### config.mk
export PLATFORM = sky130hd
export DESIGN_NAME = zonal_flocking_steering_top_flat
export DESIGN_NICKNAME = d
export VERILOG_FILES = /design/src/hdl/zfs_pkg.sv /design/src/hdl/zfs_if.sv /design/src/hdl/zfs_ctrl.sv /design/src/hdl/zfs_datapath.sv /design/src/hdl/zonal_flocking_steering_top.sv /design/src/flat_wrapper.sv
export SDC_FILE = /design/constraint.sdc
export NUM_CORES = 2
export LEC_CHECK = 0
export BUFFER_PORTS_ARGS = -buffer_cell sky130_fd_sc_hd__clkbuf_2
export CAP_MARGIN = 20
export CELL_PAD_IN_SITES_DETAIL_PLACEMENT = 0
export CELL_PAD_IN_SITES_GLOBAL_PLACEMENT = 1
export CORE_MARGIN = 8
export CORE_UTILIZATION = 25
export DETAILED_ROUTE_END_ITERATION = 7
export PLACE_DENSITY = 0.5
export SLEW_MARGIN = 30
export SYNTH_ARGS = -nofsm -noshare
export SYNTH_HDL_FRONTEND = slang
export SYNTH_SLANG_ARGS = --single-unit
### constraint.sdc
create_clock -name clock -period 24.9 [get_ports clock]
set_clock_uncertainty 0.15 [all_clocks]
set_input_delay 2.49 -clock clock [delete_from_list [all_inputs] [get_ports clock]]
set_output_delay 2.49 -clock clock [all_outputs]
set_load 0.01 [all_outputs]
### src/hdl/zfs_pkg.sv
// Shared types, constants and the arctangent table of the zonal flocking steering block.
package zfs_pkg;

   // parameter defaults
   localparam int DEF_MAX_NEIGHBOURS = 64;
   localparam int DEF_UNIT_FRAC_BITS = 14;
   localparam int DEF_CORDIC_STEPS   = 16;

   // fixed widths
   localparam int POS_W   = 16;
   localparam int ANG_W   = 16;
   localparam int RAD_W   = 15;
   localparam int SUM_W   = 22;
   localparam int CW      = 34;   // CORDIC and square root datapath width
   localparam int STEP_W  = 5;
   localparam int GUARD_BITS = 8;
   localparam int SQRT_STEPS = 17;
   localparam logic [63:0] K_Q30 = 64'd652032874;

   // register indexes
   localparam logic [2:0] REG_REPULSION   = 3'd0;
   localparam logic [2:0] REG_ORIENTATION = 3'd1;
   localparam logic [2:0] REG_ATTRACTION  = 3'd2;
   localparam logic [2:0] REG_HALF_VIEW   = 3'd3;
   localparam logic [2:0] REG_MAX_TURN    = 3'd4;
   localparam logic [2:0] REG_CRUISE      = 3'd5;

   // item kinds
   localparam logic ACT_OWN       = 1'b0;
   localparam logic ACT_NEIGHBOUR = 1'b1;

   // datapath operations
   typedef logic [3:0] op_type;
   localparam op_type OP_NOP        = 4'd0;
   localparam op_type OP_LOAD       = 4'd1;
   localparam op_type OP_MUL_X      = 4'd2;
   localparam op_type OP_MUL_Y      = 4'd3;
   localparam op_type OP_SQRT       = 4'd4;
   localparam op_type OP_VINIT_NB   = 4'd5;
   localparam op_type OP_VINIT_SUM  = 4'd6;
   localparam op_type OP_VEC_STEP   = 4'd7;
   localparam op_type OP_BEAR       = 4'd8;
   localparam op_type OP_RINIT_BEAR = 4'd9;
   localparam op_type OP_RINIT_HEAD = 4'd10;
   localparam op_type OP_ROT_STEP   = 4'd11;
   localparam op_type OP_UNIT       = 4'd12;
   localparam op_type OP_APPLY      = 4'd13;
   localparam op_type OP_ADD        = 4'd14;
   localparam op_type OP_FINAL      = 4'd15;

   typedef struct packed {
      op_type              op;
      logic [STEP_W-1:0]   step;
   } cmd_type;

   typedef struct packed {
      logic nb_full;
      logic dist_zero;
      logic need_head;
      logic out_busy;
   } stat_type;

   // arctangent of 2^-i as 32-bit binary angle
   function automatic logic [31:0] zfs_atan(input logic [STEP_W-1:0] idx);
      logic [31:0] a;
      unique case (idx)
         5'd0:  a = 32'h20000000;
         5'd1:  a = 32'h12E4051E;
         5'd2:  a = 32'h09FB385B;
         5'd3:  a = 32'h051111D4;
         5'd4:  a = 32'h028B0D43;
         5'd5:  a = 32'h0145D7E1;
         5'd6:  a = 32'h00A2F61E;
         5'd7:  a = 32'h00517C55;
         5'd8:  a = 32'h0028BE53;
         5'd9:  a = 32'h00145F2F;
         5'd10: a = 32'h000A2F98;
         5'd11: a = 32'h000517CC;
         5'd12: a = 32'h00028BE6;
         5'd13: a = 32'h000145F3;
         5'd14: a = 32'h0000A2FA;
         5'd15: a = 32'h0000517D;
         5'd16: a = 32'h000028BE;
         5'd17: a = 32'h0000145F;
         5'd18: a = 32'h00000A30;
         5'd19: a = 32'h00000518;
         5'd20: a = 32'h0000028C;
         5'd21: a = 32'h00000146;
         5'd22: a = 32'h000000A3;
         5'd23: a = 32'h00000051;
         default: a = 32'h00000000;
      endcase
      return a;
   endfunction

endpackage

### src/hdl/zfs_if.sv
// Channel interfaces: pose requests, steering responses and register writes.
interface zfs_req_if;
   logic        valid;
   logic        ready;
   logic        action;
   logic [15:0] pos_x;
   logic [15:0] pos_y;
   logic [15:0] heading;
   logic        last;
   modport source (output valid, action, pos_x, pos_y, heading, last, input ready);
   modport sink   (input valid, action, pos_x, pos_y, heading, last, output ready);
endinterface

interface zfs_rsp_if;
   logic        valid;
   logic        ready;
   logic [15:0] turn_command;
   logic [14:0] linear_command;
   modport source (output valid, turn_command, linear_command, input ready);
   modport sink   (input valid, turn_command, linear_command, output ready);
endinterface

interface zfs_csr_if;
   logic        valid;
   logic        ready;
   logic [2:0]  index;
   logic [15:0] data;
   modport source (output valid, index, data, input ready);
   modport sink   (input valid, index, data, output ready);
endinterface

### src/hdl/zfs_ctrl.sv
// Sequencer that steps the datapath through square root, CORDIC and accumulate.
module zfs_ctrl #(
   parameter int CORDIC_STEPS = zfs_pkg::DEF_CORDIC_STEPS
) (
   input  logic               clock,
   input  logic               reset,
   input  logic               req_valid,
   input  logic               req_action,
   input  logic               req_last,
   output logic               req_ready,
   input  zfs_pkg::stat_type  stat,
   output zfs_pkg::cmd_type   cmd
);
   import zfs_pkg::*;

   localparam logic [3:0] S_IDLE   = 4'd0;
   localparam logic [3:0] S_MULX   = 4'd1;
   localparam logic [3:0] S_MULY   = 4'd2;
   localparam logic [3:0] S_SQRT   = 4'd3;
   localparam logic [3:0] S_VINIT  = 4'd4;
   localparam logic [3:0] S_VEC    = 4'd5;
   localparam logic [3:0] S_BEAR   = 4'd6;
   localparam logic [3:0] S_RINIT  = 4'd7;
   localparam logic [3:0] S_ROT    = 4'd8;
   localparam logic [3:0] S_UNIT   = 4'd9;
   localparam logic [3:0] S_DECIDE = 4'd10;
   localparam logic [3:0] S_HINIT  = 4'd11;
   localparam logic [3:0] S_ADD    = 4'd12;
   localparam logic [3:0] S_SINIT  = 4'd13;
   localparam logic [3:0] S_FINAL  = 4'd14;

   localparam logic [STEP_W-1:0] LAST_ROT  = STEP_W'(CORDIC_STEPS - 1);
   localparam logic [STEP_W-1:0] LAST_SQRT = STEP_W'(SQRT_STEPS - 1);

   logic [3:0]        state_ff, state_in;
   logic [STEP_W-1:0] step_ff, step_in;
   logic              last_ff, last_in;
   logic              head_ff, head_in;
   logic              fin_ff, fin_in;

   assign req_ready = (state_ff == S_IDLE);

   // next state and command
   always_comb begin
      state_in = state_ff;
      step_in  = step_ff;
      last_in  = last_ff;
      head_in  = head_ff;
      fin_in   = fin_ff;
      cmd.op   = OP_NOP;
      cmd.step = step_ff;
      unique case (state_ff)
         S_IDLE: begin
            if (req_valid) begin
               cmd.op  = OP_LOAD;
               last_in = req_last;
               if (req_action == ACT_NEIGHBOUR && !stat.nb_full) begin
                  state_in = S_MULX;
               end else if (req_last) begin
                  state_in = S_SINIT;
               end
            end
         end
         S_MULX: begin
            cmd.op   = OP_MUL_X;
            state_in = S_MULY;
         end
         S_MULY: begin
            cmd.op   = OP_MUL_Y;
            step_in  = '0;
            state_in = S_SQRT;
         end
         S_SQRT: begin
            cmd.op  = OP_SQRT;
            step_in = step_ff + 1'b1;
            if (step_ff == LAST_SQRT) begin
               state_in = S_VINIT;
            end
         end
         S_VINIT: begin
            if (stat.dist_zero) begin
               state_in = S_DECIDE;
            end else begin
               cmd.op   = OP_VINIT_NB;
               step_in  = '0;
               fin_in   = 1'b0;
               state_in = S_VEC;
            end
         end
         S_VEC: begin
            cmd.op  = OP_VEC_STEP;
            step_in = step_ff + 1'b1;
            if (step_ff == LAST_ROT) begin
               state_in = fin_ff ? S_FINAL : S_BEAR;
            end
         end
         S_BEAR: begin
            cmd.op   = OP_BEAR;
            state_in = S_RINIT;
         end
         S_RINIT: begin
            cmd.op   = OP_RINIT_BEAR;
            step_in  = '0;
            head_in  = 1'b0;
            state_in = S_ROT;
         end
         S_ROT: begin
            cmd.op  = OP_ROT_STEP;
            step_in = step_ff + 1'b1;
            if (step_ff == LAST_ROT) begin
               state_in = S_UNIT;
            end
         end
         S_UNIT: begin
            cmd.op   = OP_UNIT;
            state_in = head_ff ? S_ADD : S_DECIDE;
         end
         S_DECIDE: begin
            cmd.op = OP_APPLY;
            if (stat.need_head) begin
               state_in = S_HINIT;
            end else begin
               state_in = last_ff ? S_SINIT : S_IDLE;
            end
         end
         S_HINIT: begin
            cmd.op   = OP_RINIT_HEAD;
            step_in  = '0;
            head_in  = 1'b1;
            state_in = S_ROT;
         end
         S_ADD: begin
            cmd.op   = OP_ADD;
            state_in = last_ff ? S_SINIT : S_IDLE;
         end
         S_SINIT: begin
            cmd.op   = OP_VINIT_SUM;
            step_in  = '0;
            fin_in   = 1'b1;
            state_in = S_VEC;
         end
         S_FINAL: begin
            // wait for the output word to drain
            if (!stat.out_busy) begin
               cmd.op   = OP_FINAL;
               state_in = S_IDLE;
            end
         end
         default: state_in = S_IDLE;
      endcase
   end

   always_ff @(posedge clock) begin
      if (reset) begin
         state_ff <= S_IDLE;
         step_ff  <= '0;
         last_ff  <= 1'b0;
         head_ff  <= 1'b0;
         fin_ff   <= 1'b0;
      end else begin
         state_ff <= state_in;
         step_ff  <= step_in;
         last_ff  <= last_in;
         head_ff  <= head_in;
         fin_ff   <= fin_in;
      end
   end

endmodule

### src/hdl/zfs_datapath.sv
// Datapath: registers, square root, shared CORDIC, zone tests and sums.
module zfs_datapath #(
   parameter int MAX_NEIGHBOURS = zfs_pkg::DEF_MAX_NEIGHBOURS,
   parameter int UNIT_FRAC_BITS = zfs_pkg::DEF_UNIT_FRAC_BITS
) (
   input  logic              clock,
   input  logic              reset,
   input  zfs_pkg::cmd_type  cmd,
   output zfs_pkg::stat_type stat,
   input  logic              req_action,
   input  logic [15:0]       req_pos_x,
   input  logic [15:0]       req_pos_y,
   input  logic [15:0]       req_heading,
   input  logic              csr_valid,
   input  logic [2:0]        csr_index,
   input  logic [15:0]       csr_data,
   input  logic              rsp_ready,
   output logic              rsp_valid,
   output logic [15:0]       rsp_turn_command,
   output logic [14:0]       rsp_linear_command
);
   import zfs_pkg::*;

   localparam int UW  = UNIT_FRAC_BITS + 2;
   localparam int SH  = 30 - UNIT_FRAC_BITS - GUARD_BITS;
   localparam int NCW = $clog2(MAX_NEIGHBOURS + 1);
   localparam logic signed [CW-1:0] KINIT =
      $signed(CW'((K_Q30 + (64'd1 << (SH - 1))) >> SH));
   localparam logic signed [CW-1:0] GRND = CW'(1) <<< (GUARD_BITS - 1);

   // configuration
   logic [RAD_W-1:0] rep_ff, ori_ff, att_ff, cruise_ff;
   logic [ANG_W-1:0] half_ff, maxt_ff;

   // round state
   logic signed [POS_W-1:0] own_x_ff, own_y_ff;
   logic [ANG_W-1:0]        own_hd_ff, nb_hd_ff, bear_ff;
   logic signed [SUM_W-1:0] sum_x_ff, sum_y_ff, sum_x_in, sum_y_in;
   logic                    infl_ff, coll_ff, any_ff;
   logic [NCW-1:0]          cnt_ff;

   // neighbour working registers
   logic signed [POS_W:0]   dx_ff, dy_ff;
   logic [CW-1:0]           rem_ff, root_ff;
   logic signed [CW-1:0]    cx_ff, cy_ff;
   logic [31:0]             cz_ff;
   logic                    flip_ff;
   logic signed [UW-1:0]    ux_ff, uy_ff;

   // output word
   logic                    rv_ff;
   logic [ANG_W-1:0]        turn_ff;
   logic [RAD_W-1:0]        lin_ff;

   function automatic logic signed [SUM_W-1:0] sat_add(
      input logic signed [SUM_W-1:0] a,
      input logic signed [UW-1:0]    b,
      input logic                    sub
   );
      logic signed [SUM_W:0] t;
      t = sub ? (SUM_W+1)'(a) - (SUM_W+1)'(b) : (SUM_W+1)'(a) + (SUM_W+1)'(b);
      if (t[SUM_W] != t[SUM_W-1]) begin
         return t[SUM_W] ? {1'b1, {(SUM_W-1){1'b0}}} : {1'b0, {(SUM_W-1){1'b1}}};
      end
      return t[SUM_W-1:0];
   endfunction

   // squaring and square root step
   logic [POS_W:0]   mul_a;
   logic [CW-1:0]    prod, sq_bit, sq_try;
   logic signed [POS_W:0] mul_src;
   assign mul_src = (cmd.op == OP_MUL_X) ? dx_ff : dy_ff;
   assign mul_a   = mul_src[POS_W] ? (POS_W+1)'(-mul_src) : mul_src;
   assign prod    = mul_a * mul_a;
   assign sq_bit  = CW'(1) << (6'd32 - {cmd.step, 1'b0});
   assign sq_try  = root_ff + sq_bit;

   // CORDIC micro-rotation
   logic [31:0]          atan_k;
   logic signed [CW-1:0] xs, ys;
   logic                 plus;
   assign atan_k = zfs_atan(cmd.step);
   assign xs     = cx_ff >>> cmd.step;
   assign ys     = cy_ff >>> cmd.step;
   assign plus   = (cmd.op == OP_VEC_STEP) ? (!cy_ff[CW-1] && cy_ff != '0) : cz_ff[31];

   // vectoring start values
   logic signed [CW-1:0] vx0, vy0;
   assign vx0 = (cmd.op == OP_VINIT_SUM) ? CW'(sum_x_ff) <<< 8 : CW'(dx_ff) <<< 8;
   assign vy0 = (cmd.op == OP_VINIT_SUM) ? CW'(sum_y_ff) <<< 8 : CW'(dy_ff) <<< 8;

   // rotation start angle
   logic [ANG_W-1:0] ra;
   logic             rflip;
   assign ra    = (cmd.op == OP_RINIT_HEAD) ? nb_hd_ff : bear_ff;
   assign rflip = (ra[15:14] == 2'd1) || (ra[15:14] == 2'd2);

   // rounded unit vector
   logic signed [CW-1:0] rx, ry;
   assign rx = (cx_ff + GRND) >>> GUARD_BITS;
   assign ry = (cy_ff + GRND) >>> GUARD_BITS;

   // zone tests
   logic                  dist_zero;
   logic [ANG_W-1:0]      gap;
   logic [ANG_W:0]        mag;
   logic                  in_view, repel, orient;
   logic signed [UW-1:0]  umx, umy;
   assign dist_zero = (root_ff == '0);
   assign gap    = dist_zero ? '0 : bear_ff - own_hd_ff;
   assign mag    = gap[15] ? (17'h10000 - {1'b0, gap}) : {1'b0, gap};
   assign repel  = root_ff <= CW'(rep_ff);
   assign orient = root_ff <= CW'(ori_ff);
   assign in_view = (root_ff <= CW'(att_ff)) && (mag <= {1'b0, half_ff});
   assign umx    = dist_zero ? '0 : ux_ff;
   assign umy    = dist_zero ? '0 : uy_ff;

   // final turn
   logic [31:0]           zr;
   logic [ANG_W-1:0]      tgap;
   logic signed [ANG_W+1:0] t18, m18;
   logic [ANG_W-1:0]      tsat;
   assign zr   = cz_ff + 32'h8000;
   assign tgap = zr[31:16] - own_hd_ff;
   assign t18  = (ANG_W+2)'($signed(tgap));
   assign m18  = $signed({2'b00, maxt_ff});
   always_comb begin
      if (t18 > m18) begin
         tsat = maxt_ff;
      end else if (t18 < -m18) begin
         tsat = ANG_W'(-m18);
      end else begin
         tsat = tgap;
      end
   end

   // sum update for apply and add
   always_comb begin
      sum_x_in = sum_x_ff;
      sum_y_in = sum_y_ff;
      if (cmd.op == OP_APPLY && in_view) begin
         if (repel) begin
            sum_x_in = sat_add(sum_x_ff, umx, 1'b1);
            sum_y_in = sat_add(sum_y_ff, umy, 1'b1);
         end else if (!coll_ff && !orient) begin
            sum_x_in = sat_add(sum_x_ff, umx, 1'b0);
            sum_y_in = sat_add(sum_y_ff, umy, 1'b0);
         end
      end else if (cmd.op == OP_ADD) begin
         sum_x_in = sat_add(sum_x_ff, ux_ff, 1'b0);
         sum_y_in = sat_add(sum_y_ff, uy_ff, 1'b0);
      end
   end

   assign stat.nb_full   = cnt_ff >= NCW'(MAX_NEIGHBOURS);
   assign stat.dist_zero = dist_zero;
   assign stat.need_head = in_view && !repel && !coll_ff && orient;
   assign stat.out_busy  = rv_ff;

   assign rsp_valid          = rv_ff;
   assign rsp_turn_command   = turn_ff;
   assign rsp_linear_command = lin_ff;

   // configuration registers
   always_ff @(posedge clock) begin
      if (reset) begin
         rep_ff    <= 15'd256;
         ori_ff    <= 15'd512;
         att_ff    <= 15'd3072;
         half_ff   <= 16'd24576;
         maxt_ff   <= 16'd7282;
         cruise_ff <= 15'd768;
      end else if (csr_valid) begin
         unique case (csr_index)
            REG_REPULSION:   rep_ff    <= csr_data[RAD_W-1:0];
            REG_ORIENTATION: ori_ff    <= csr_data[RAD_W-1:0];
            REG_ATTRACTION:  att_ff    <= csr_data[RAD_W-1:0];
            REG_HALF_VIEW:   half_ff   <= csr_data;
            REG_MAX_TURN:    maxt_ff   <= csr_data;
            REG_CRUISE:      cruise_ff <= csr_data[RAD_W-1:0];
            default: ;
         endcase
      end
   end

   // round state and output word
   always_ff @(posedge clock) begin
      if (reset) begin
         own_x_ff  <= '0;
         own_y_ff  <= '0;
         own_hd_ff <= '0;
         sum_x_ff  <= '0;
         sum_y_ff  <= '0;
         infl_ff   <= 1'b0;
         coll_ff   <= 1'b0;
         any_ff    <= 1'b0;
         cnt_ff    <= '0;
         rv_ff     <= 1'b0;
      end else begin
         if (rv_ff && rsp_ready) begin
            rv_ff <= 1'b0;
         end
         unique case (cmd.op)
            OP_LOAD: begin
               if (req_action == ACT_OWN) begin
                  own_x_ff  <= $signed(req_pos_x);
                  own_y_ff  <= $signed(req_pos_y);
                  own_hd_ff <= req_heading;
                  sum_x_ff  <= '0;
                  sum_y_ff  <= '0;
                  infl_ff   <= 1'b0;
                  coll_ff   <= 1'b0;
                  any_ff    <= 1'b0;
                  cnt_ff    <= '0;
               end else if (!stat.nb_full) begin
                  cnt_ff <= cnt_ff + 1'b1;
               end
            end
            OP_APPLY: begin
               sum_x_ff <= sum_x_in;
               sum_y_ff <= sum_y_in;
               if (in_view) begin
                  infl_ff <= 1'b1;
                  if (repel) begin
                     coll_ff <= 1'b1;
                  end
               end
               if (!(in_view && (repel || coll_ff))) begin
                  any_ff <= 1'b1;
               end
            end
            OP_ADD: begin
               sum_x_ff <= sum_x_in;
               sum_y_ff <= sum_y_in;
            end
            OP_FINAL: begin
               rv_ff <= 1'b1;
            end
            default: ;
         endcase
      end
   end

   // neighbour working registers and output payload
   always_ff @(posedge clock) begin
      unique case (cmd.op)
         OP_LOAD: begin
            dx_ff    <= (POS_W+1)'($signed(req_pos_x)) - (POS_W+1)'(own_x_ff);
            dy_ff    <= (POS_W+1)'($signed(req_pos_y)) - (POS_W+1)'(own_y_ff);
            nb_hd_ff <= req_heading;
         end
         OP_MUL_X: begin
            rem_ff  <= prod;
            root_ff <= '0;
         end
         OP_MUL_Y: begin
            rem_ff <= rem_ff + prod;
         end
         OP_SQRT: begin
            if (rem_ff >= sq_try) begin
               rem_ff  <= rem_ff - sq_try;
               root_ff <= (root_ff >> 1) + sq_bit;
            end else begin
               root_ff <= root_ff >> 1;
            end
         end
         OP_VINIT_NB, OP_VINIT_SUM: begin
            if (vx0[CW-1]) begin
               cx_ff <= -vx0;
               cy_ff <= -vy0;
               cz_ff <= 32'h80000000;
            end else begin
               cx_ff <= vx0;
               cy_ff <= vy0;
               cz_ff <= '0;
            end
         end
         OP_VEC_STEP, OP_ROT_STEP: begin
            if (plus) begin
               cx_ff <= cx_ff + ys;
               cy_ff <= cy_ff - xs;
               cz_ff <= cz_ff + atan_k;
            end else begin
               cx_ff <= cx_ff - ys;
               cy_ff <= cy_ff + xs;
               cz_ff <= cz_ff - atan_k;
            end
         end
         OP_BEAR: begin
            bear_ff <= zr[31:16];
         end
         OP_RINIT_BEAR, OP_RINIT_HEAD: begin
            cx_ff   <= KINIT;
            cy_ff   <= '0;
            cz_ff   <= {ra, 16'h0000} + (rflip ? 32'h80000000 : 32'h0);
            flip_ff <= rflip;
         end
         OP_UNIT: begin
            ux_ff <= flip_ff ? UW'(-rx) : UW'(rx);
            uy_ff <= flip_ff ? UW'(-ry) : UW'(ry);
         end
         OP_FINAL: begin
            turn_ff <= (infl_ff && (sum_x_ff != '0 || sum_y_ff != '0)) ? tsat : '0;
            lin_ff  <= any_ff ? cruise_ff : '0;
         end
         default: ;
      endcase
   end

endmodule

### src/hdl/zonal_flocking_steering_top.sv
// Top level of the zonal flocking steering block: sequencer plus datapath.
//
//   channel  dir  handshake        word
//   req_bus  in   valid / ready    action, pos_x, pos_y, heading, last
//   rsp_bus  out  valid / ready    turn_command, linear_command
//   csr_bus  in   valid / ready    index, data (ready is always high)
//
// An own pose is taken at load. A neighbour runs 17 square root steps
// plus a vectoring and a rotation pass of the shared CORDIC, and another
// rotation pass when it adds its heading vector.
// A last item adds a vectoring pass of the sum.
// Reset is synchronous and clears all control and round state.
// One item is in work at a time; the result sits in an output register, so
// the next item is taken while an earlier word waits on rsp_bus.
module zonal_flocking_steering_top #(
   parameter int MAX_NEIGHBOURS = zfs_pkg::DEF_MAX_NEIGHBOURS,
   parameter int UNIT_FRAC_BITS = zfs_pkg::DEF_UNIT_FRAC_BITS,
   parameter int CORDIC_STEPS   = zfs_pkg::DEF_CORDIC_STEPS
) (
   input  logic      clock,
   input  logic      reset,
   zfs_req_if.sink   req_bus,
   zfs_rsp_if.source rsp_bus,
   zfs_csr_if.sink   csr_bus
);
   import zfs_pkg::*;

   cmd_type  cmd;
   stat_type stat;

   assign csr_bus.ready = 1'b1;

   zfs_ctrl #(
      .CORDIC_STEPS (CORDIC_STEPS)
   ) u_ctrl (
      .clock      (clock),
      .reset      (reset),
      .req_valid  (req_bus.valid),
      .req_action (req_bus.action),
      .req_last   (req_bus.last),
      .req_ready  (req_bus.ready),
      .stat       (stat),
      .cmd        (cmd)
   );

   zfs_datapath #(
      .MAX_NEIGHBOURS (MAX_NEIGHBOURS),
      .UNIT_FRAC_BITS (UNIT_FRAC_BITS)
   ) u_datapath (
      .clock              (clock),
      .reset              (reset),
      .cmd                (cmd),
      .stat               (stat),
      .req_action         (req_bus.action),
      .req_pos_x          (req_bus.pos_x),
      .req_pos_y          (req_bus.pos_y),
      .req_heading        (req_bus.heading),
      .csr_valid          (csr_bus.valid),
      .csr_index          (csr_bus.index),
      .csr_data           (csr_bus.data),
      .rsp_ready          (rsp_bus.ready),
      .rsp_valid          (rsp_bus.valid),
      .rsp_turn_command   (rsp_bus.turn_command),
      .rsp_linear_command (rsp_bus.linear_command)
   );

   // accept a request word only on the load command
   a_load_on_accept: assert property (@(posedge clock) disable iff (reset)
      (req_bus.valid && req_bus.ready) |-> (cmd.op == OP_LOAD))
      else $error("request accepted without load command");

   // never overwrite a pending result word
   a_final_free: assert property (@(posedge clock) disable iff (reset)
      (cmd.op == OP_FINAL) |-> !stat.out_busy)
      else $error("final issued while output busy");

   // a final command raises the result word next cycle
   a_final_valid: assert property (@(posedge clock) disable iff (reset)
      (cmd.op == OP_FINAL) |=> rsp_bus.valid)
      else $error("result word missing after final");

endmodule
### src/flat_wrapper.sv
// flat-port wrapper written by rule: the top's interface ports become plain ports
module zonal_flocking_steering_top_flat import zfs_pkg::*;
#(
   parameter int MAX_NEIGHBOURS = zfs_pkg::DEF_MAX_NEIGHBOURS,
   parameter int UNIT_FRAC_BITS = zfs_pkg::DEF_UNIT_FRAC_BITS,
   parameter int CORDIC_STEPS   = zfs_pkg::DEF_CORDIC_STEPS
)
  (clock, reset, req_bus_valid, req_bus_action, req_bus_pos_x, req_bus_pos_y, req_bus_heading, req_bus_last, req_bus_ready, rsp_bus_valid, rsp_bus_turn_command, rsp_bus_linear_command, rsp_bus_ready, csr_bus_valid, csr_bus_index, csr_bus_data, csr_bus_ready);
  zfs_req_if req_bus_i ();
  zfs_rsp_if rsp_bus_i ();
  zfs_csr_if csr_bus_i ();
  input  logic clock;
  input  logic reset;
  input wire logic [$bits(req_bus_i.valid)-1:0] req_bus_valid;
  input wire logic [$bits(req_bus_i.action)-1:0] req_bus_action;
  input wire logic [$bits(req_bus_i.pos_x)-1:0] req_bus_pos_x;
  input wire logic [$bits(req_bus_i.pos_y)-1:0] req_bus_pos_y;
  input wire logic [$bits(req_bus_i.heading)-1:0] req_bus_heading;
  input wire logic [$bits(req_bus_i.last)-1:0] req_bus_last;
  output wire logic [$bits(req_bus_i.ready)-1:0] req_bus_ready;
  output wire logic [$bits(rsp_bus_i.valid)-1:0] rsp_bus_valid;
  output wire logic [$bits(rsp_bus_i.turn_command)-1:0] rsp_bus_turn_command;
  output wire logic [$bits(rsp_bus_i.linear_command)-1:0] rsp_bus_linear_command;
  input wire logic [$bits(rsp_bus_i.ready)-1:0] rsp_bus_ready;
  input wire logic [$bits(csr_bus_i.valid)-1:0] csr_bus_valid;
  input wire logic [$bits(csr_bus_i.index)-1:0] csr_bus_index;
  input wire logic [$bits(csr_bus_i.data)-1:0] csr_bus_data;
  output wire logic [$bits(csr_bus_i.ready)-1:0] csr_bus_ready;
  assign req_bus_i.valid = req_bus_valid;
  assign req_bus_i.action = req_bus_action;
  assign req_bus_i.pos_x = req_bus_pos_x;
  assign req_bus_i.pos_y = req_bus_pos_y;
  assign req_bus_i.heading = req_bus_heading;
  assign req_bus_i.last = req_bus_last;
  assign req_bus_ready = req_bus_i.ready;
  assign rsp_bus_valid = rsp_bus_i.valid;
  assign rsp_bus_turn_command = rsp_bus_i.turn_command;
  assign rsp_bus_linear_command = rsp_bus_i.linear_command;
  assign rsp_bus_i.ready = rsp_bus_ready;
  assign csr_bus_i.valid = csr_bus_valid;
  assign csr_bus_i.index = csr_bus_index;
  assign csr_bus_i.data = csr_bus_data;
  assign csr_bus_ready = csr_bus_i.ready;
  zonal_flocking_steering_top #(.MAX_NEIGHBOURS(MAX_NEIGHBOURS), .UNIT_FRAC_BITS(UNIT_FRAC_BITS), .CORDIC_STEPS(CORDIC_STEPS)) u_core (.clock(clock), .reset(reset), .req_bus(req_bus_i), .rsp_bus(rsp_bus_i), .csr_bus(csr_bus_i));
endmodule
* Yosys cells after proc, flatten, opt, wreduce, memory -nomap -nowiden
Memories as Yosys holds them, arrays and structs flattened. A register that Yosys moved wholly into a read port is not among the register bits.
Index checks and enable logic that the tools add are counted.
** Operators by class
- Add/subtract/negate cells :: 34
- Multiplexer cells :: 113
- $lt $le $gt $ge :: 8
- Shift operators :: 3
- Multiply operators :: 1
- Reduce and logical (&&, ||, !) cells :: 58
- Bitwise operators :: 1
- Equality and inequality tests :: 59
** Operators with widths (number)
- $mux W22 :: 27
- $pmux W34 S3 :: 3
- $mux W34 :: 8
- $add A34 B34 Y34 :: 4
- $mux W16 :: 8
- $le A34 B15 Y1 :: 3
- $sub A34 B34 Y34 :: 3
- $mux W32 :: 3
- $pmux W32 S3 :: 1
- $add A22 B16 Y23 :: 4
- $pmux W22 S2 :: 2
- $neg A34 Y34 :: 2
- $pmux W34 S2 :: 1
- $sshr A34 B5 Y34 :: 2
- $add A32 B32 Y32 :: 2
- $eq A4 B4 Y1 const B :: 15
- $pmux W4 S15 :: 1
- $pmux W4 S14 :: 1
- $mux W17 :: 3
- $add A24 B9 Y24 const B :: 2
- $mux W4 :: 12
- $sub A22 B16 Y23 :: 2
- $reduce_bool A22 Y1 :: 2
- $add A33 B34 Y34 :: 1
- other kinds (56) :: 165
** Word-level totals
- Memories :: 1
- Logic and storage cells :: 313
- Flip-flop bits (word level) :: 505
- Memory bits (read-only) :: 960
** Memories
- (no name shown) :: depth 32, bits a word 30, read ports 1, clocked after Yosys merged registers in 1, write ports 0, line zfs_pkg.sv:66 : unique case (idx)

* Logic depth before layout (Yosys ltp)
- Word-level depth :: 13
- Gate-level depth with buffers :: 46
- Gate-level depth less buffers :: 43

* Hierarchy
From an unflattened synthesis, not the netlist that was laid out.
** Second synthesis, totals
- Cell total of the unflattened synthesis :: 7540
- Area, all modules :: 62020.7 um2
** By module, submodules not included
- zfs_datapath :: area an instance 60937.2 um2, instances 1, cells each 7402
- zfs_ctrl :: area an instance 1072.3 um2, instances 1, cells each 136
- zonal_flocking_steering_top :: area an instance 11.3 um2, instances 1, cells each 2

* Least setup slack after synthesis
No wires, ideal clock.
- Path kind :: register -> register
- From :: reg u_core.u_ctrl.state_ff[0]
- To :: reg u_core.u_datapath.rem_ff[33], data pin
- Setup time :: 257 ps
- Required time :: 24493 ps
- Path buffers :: 3
- Cell stages (with the launch flop) :: 45
- Arrival :: 10107 ps
- Path slack :: 14385 ps
- Path through :: dfxtp_1 clkbuf_1 nand2b_1 clkbuf_1 nor3_1 buf_2 mux2i_1 nand4_1 o21bai_1 nor2_1 o21a_1 or2_2 xnor2_2 clkinv_1 nand2_1 fa_1 fa_1 inv_1 (+9 left out) o311ai_0 nor4_1 a21oi_1 o41a_1 a21oi_1 xnor2_1 ha_1 a21o_1 a21o_1 a21o_1 a21o_1 a21oi_1 a21boi_0 a211o_1 a21oi_1 xnor2_1 a211oi_1 nand2b_1
** Between the ends
- Longest elaborated chain between the ends :: 9
- Elaborated cells on any way between the ends :: 25
** RTL lines
- start: declaration :: line zfs_ctrl.sv:35 : logic [3:0] state_ff, state_in;
- start signal: assignment :: line zfs_ctrl.sv:161 : state_ff <= state_in;
- $eq A4 B4 Y1, or another cell as far along :: line zfs_ctrl.sv:52 : unique case (state_ff)
- $pmux W4 S15 (*) :: line zfs_ctrl.sv:52
- $eq A4 B2 Y1 :: line zfs_datapath.sv:72, zfs_datapath.sv:246
- $mux W17 :: line zfs_datapath.sv:72 : assign mul_src = (cmd.op == OP_MUL_X) ? dx_ff : dy_ff;
- $neg A17 Y17 :: line zfs_datapath.sv:73 : assign mul_a = mul_src[POS_W] ? (POS_W+1)'(-mul_src) : mul_src;
- $mux W17 :: line zfs_datapath.sv:73
- $mul A17 B17 Y34 :: line zfs_datapath.sv:74 : assign prod = mul_a * mul_a;
- $add A34 B34 Y34 :: line zfs_datapath.sv:257 : rem_ff <= rem_ff + prod;
- $pmux W34 S3 (*) :: line zfs_datapath.sv:246 : unique case (cmd.op)
- end signal: assignment :: line zfs_datapath.sv:253 : rem_ff <= prod;
- end signal: assignment :: line zfs_datapath.sv:257
- end signal: assignment :: line zfs_datapath.sv:261 : rem_ff <= rem_ff - sq_try;
- end: declaration :: line zfs_datapath.sv:44 : logic [CW-1:0] rem_ff, root_ff;
Every way passes the cells marked *; elsewhere a longest branch is shown, timed or not.
A chain may end at the register's enable or synchronous reset.

* Final worst setup path
- From :: reg u_core.u_ctrl.state_ff[3]
- To :: reg u_core.u_datapath.rem_ff[33], data pin
Same word-level chain as after synthesis.

==> flow_metrics.tcl <==
set metrics [dict create \
    postSynthCellCount 7676 \
    die_w_um 517 \
    grt_usage 0.176 \
    cts_tree "built" \
    first_pass_iters 6 \
    wl_mm 243 \
    globalRouteOverflowTotal 0 \
    ant_nets 0 \
    port_buffers 106 \
    seq_area_frac_synth 0.218 \
    crit_fanout 21 \
    end_kind "flip-flop" \
    dp_hpwl_mm 190 \
    vias_per_cell 5.10 \
    floorplan.initialDensity 0.251 \
    cts_hold_buffers 0 \
    grt_pass1_vias 55500 \
    drtIter0Drc 3845 \
    start_kind "flip-flop" \
    finalHoldViolations 0 \
    outcome "finished, final reports clean" \
    synth.area.top_cells "edfxtp_1 (14%), ha_1 (12%), dfxtp_1 (7.6%), fa_1 (6.6%), xnor2_1 (5.1%)" \
    synthDistinctLibCells 108 \
    min_period_over_period 0.475 \
    ys_seq_elements 535 \
    cpMostUsedCell "fa_1" \
    nNetsFinal 8547 \
    area_growth_pct 11.3 \
    ioPinCount 108 \
    synth_area_leader_cell "edfxtp_1" \
    clk_pin_slew_ns 0.06 \
    avgSynthCellArea_um2 8.18 \
    post_cts_buffers 0 \
    r2r_start "u_core.u_ctrl.state_ff[3]$_SDFFE_PP0P_" \
    worstPathRequired_ns 25.19 \
    slew_headroom 0.261 \
    cts.repair.resized 0 \
    vias 56400 \
    yosys_warnings 0 \
    ys.flop_type "edfxtp_1" \
    cp.arrival_ns 12.12 \
    drc 0 \
    root_buffer "clkbuf_16" \
    core_area_um2 250000 \
    rrSetupSlack_ns 13.07 \
    maxCapViolations 0 \
    cts_max_level 3 \
    place.gp.congestion 0.859 \
    maxSlewViolCount 0 \
    fp.dieH_um 517 \
    finalSetupViolations 0 \
    cts.sinks 535 \
    syn_area_um2 62800 \
    fmax_ghz 0.0845 \
    period_minus_slack_ns 11.83 \
    hold_path_class "flip-flop to flip-flop" \
    worst_path_largest_cell_delay_ns 0.59 \
    die_area_um2 267000 \
    fin_tns_setup_ns 0 \
    grt_max_degree 73 \
    yosys.cell_count.top_type "nand2_1" \
    drive_gt1_frac 0.0768 \
    tightest_slew_ns 1.10 \
    hold_start "u_core.u_datapath.att_ff[7]$_SDFFE_PP0P_" \
    setup.worst_path.start "u_core.u_ctrl.state_ff[3]$_SDFFE_PP0P_" \
    cpMaxStageDelayCell "clkinv_1" \
    numCtsBuffers 76 \
    yosys.area.top_type_share 0.143 \
    num_rows 184 \
    synth_common_cells "nand2_1 (853), ha_1 (624), inv_1 (617)" \
    worstSkewPairLatency_ns 0.75 \
    synth_edf_count 298 \
    clock_path_buffers 3 \
    postSynth.asyncResetShare 0 \
    rsz0062_at_grt "no" \
    grt_pass1_wl_mm 363 \
    antenna_found_initial 11 \
    critical_path_class "flip-flop to flip-flop" \
    wl_per_cell_um 22.0 \
]
-- routing by layer --
| metal | part of all wire | global-route usage |
|---|---|---|
| met1 | 0.47 | 0.239 |
| met2 | 0.46 | 0.291 |
| met3 | 0.038 | 0.0203 |
| met4 | 0.033 | 0.0569 |
| met5 | 0.00016 | 0 |
-- cell type report --
cell class | instances | area, um2
Timing Repair Buffer | 216 | 1360
Clock inverter | 43 | 473
Sequential cell | 535 | 13700
Tap cell | 3348 | 4190
Multi-Input combinational cell | 6182 | 45600
Antenna cell | 12 | 30.0
Clock buffer | 99 | 2120
Fill cell | 27400 | 181000
Inverter | 631 | 2370
-- flip-flops by register name, indices dropped and copies added (netlist names), 16 cells and up --
name	flops
u_core.u_datapath.cx_ff	34
u_core.u_datapath.cy_ff	34
u_core.u_datapath.rem_ff	34
u_core.u_datapath.root_ff	34
u_core.u_datapath.cz_ff	32
u_core.u_datapath.atan_k	30
u_core.u_datapath.sum_x_ff	22
u_core.u_datapath.sum_y_ff	22
u_core.u_datapath.dx_ff	17
u_core.u_datapath.dy_ff	17
u_core.u_datapath.bear_ff	16
u_core.u_datapath.half_ff	16
u_core.u_datapath.maxt_ff	16
u_core.u_datapath.nb_hd_ff	16
u_core.u_datapath.own_hd_ff	16
u_core.u_datapath.own_x_ff	16
u_core.u_datapath.own_y_ff	16
u_core.u_datapath.rsp_turn_command	16
u_core.u_datapath.ux_ff	16
u_core.u_datapath.uy_ff	16
-- stage by stage --
step,worst slack [ns],cells,cell area [um2],util,hold slack [ns]
2_1_floorplan,14.39,7700,62900,-,0.282
6_report,13.07,11100,69800,0.279,0.302
3_3_place_gp,12.83,10900,67200,0.268,0.287
4_1_cts,12.60,11100,69800,0.279,0.302
5_1_grt,12.25,11100,69800,0.279,0.318
3_5_place_dp,12.64,10900,67200,0.268,0.294
-- final timing paths --
check                                                                end  cells past startpoint
worst min-delay path            u_core.u_datapath.att_ff[7]$_SDFFE_PP0P_                      2
worst min register to register  u_core.u_datapath.att_ff[7]$_SDFFE_PP0P_                      2
worst max register to register    u_core.u_datapath.rem_ff[33]$_DFFE_PP_                     42
worst max-delay path              u_core.u_datapath.rem_ff[33]$_DFFE_PP_                     42
-- logic make-up (layout without fill, tap and decap cells) --
group	count (synthesis)	in the layout	synth area share
buf+inv	983	989	0.0605
mux	251	251	0.0562
other cells	2	38	0.000120
xor+xnor	610	610	0.0854
fa+ha+maj	835	835	0.191
compound gates	2033	2033	0.207
flops	535	535	0.218
simple gates	2427	2427	0.181
-- layout by cell type, fill, tap and decap left out, drive strengths merged, types with 77 or more instances in the layout --
cell type  netlist  layout
mux2i          131     131
buf             76     111
clkbuf         276     204
a21oi          594     594
xor2           239     239
edfxtp         298     298
inv            619     624
a211oi          78      78
nor2           572     572
a21o           153     153
o21ai          427     427
xnor2          371     371
ha             624     624
a31oi          100     100
dfxtp          237     237
nor3           200     200
o22ai           77      77
nor2b          112     112
nand2b          94      94
nand3          141     141
fa             207     207
nand2          853     853
-- critical path, delay by kind of cell, from the launching register on --
family	cells	cell delay [ns]
mux	1	0.24
flops	1	0.30
buf+inv	6	1.39
xor+xnor	3	0.74
compound gates	17	3.44
fa+ha+maj	8	3.73
simple gates	7	1.56
Power is not shown: default switching activity piles up to over one toggle a cycle in this logic, so the estimate is an artifact.
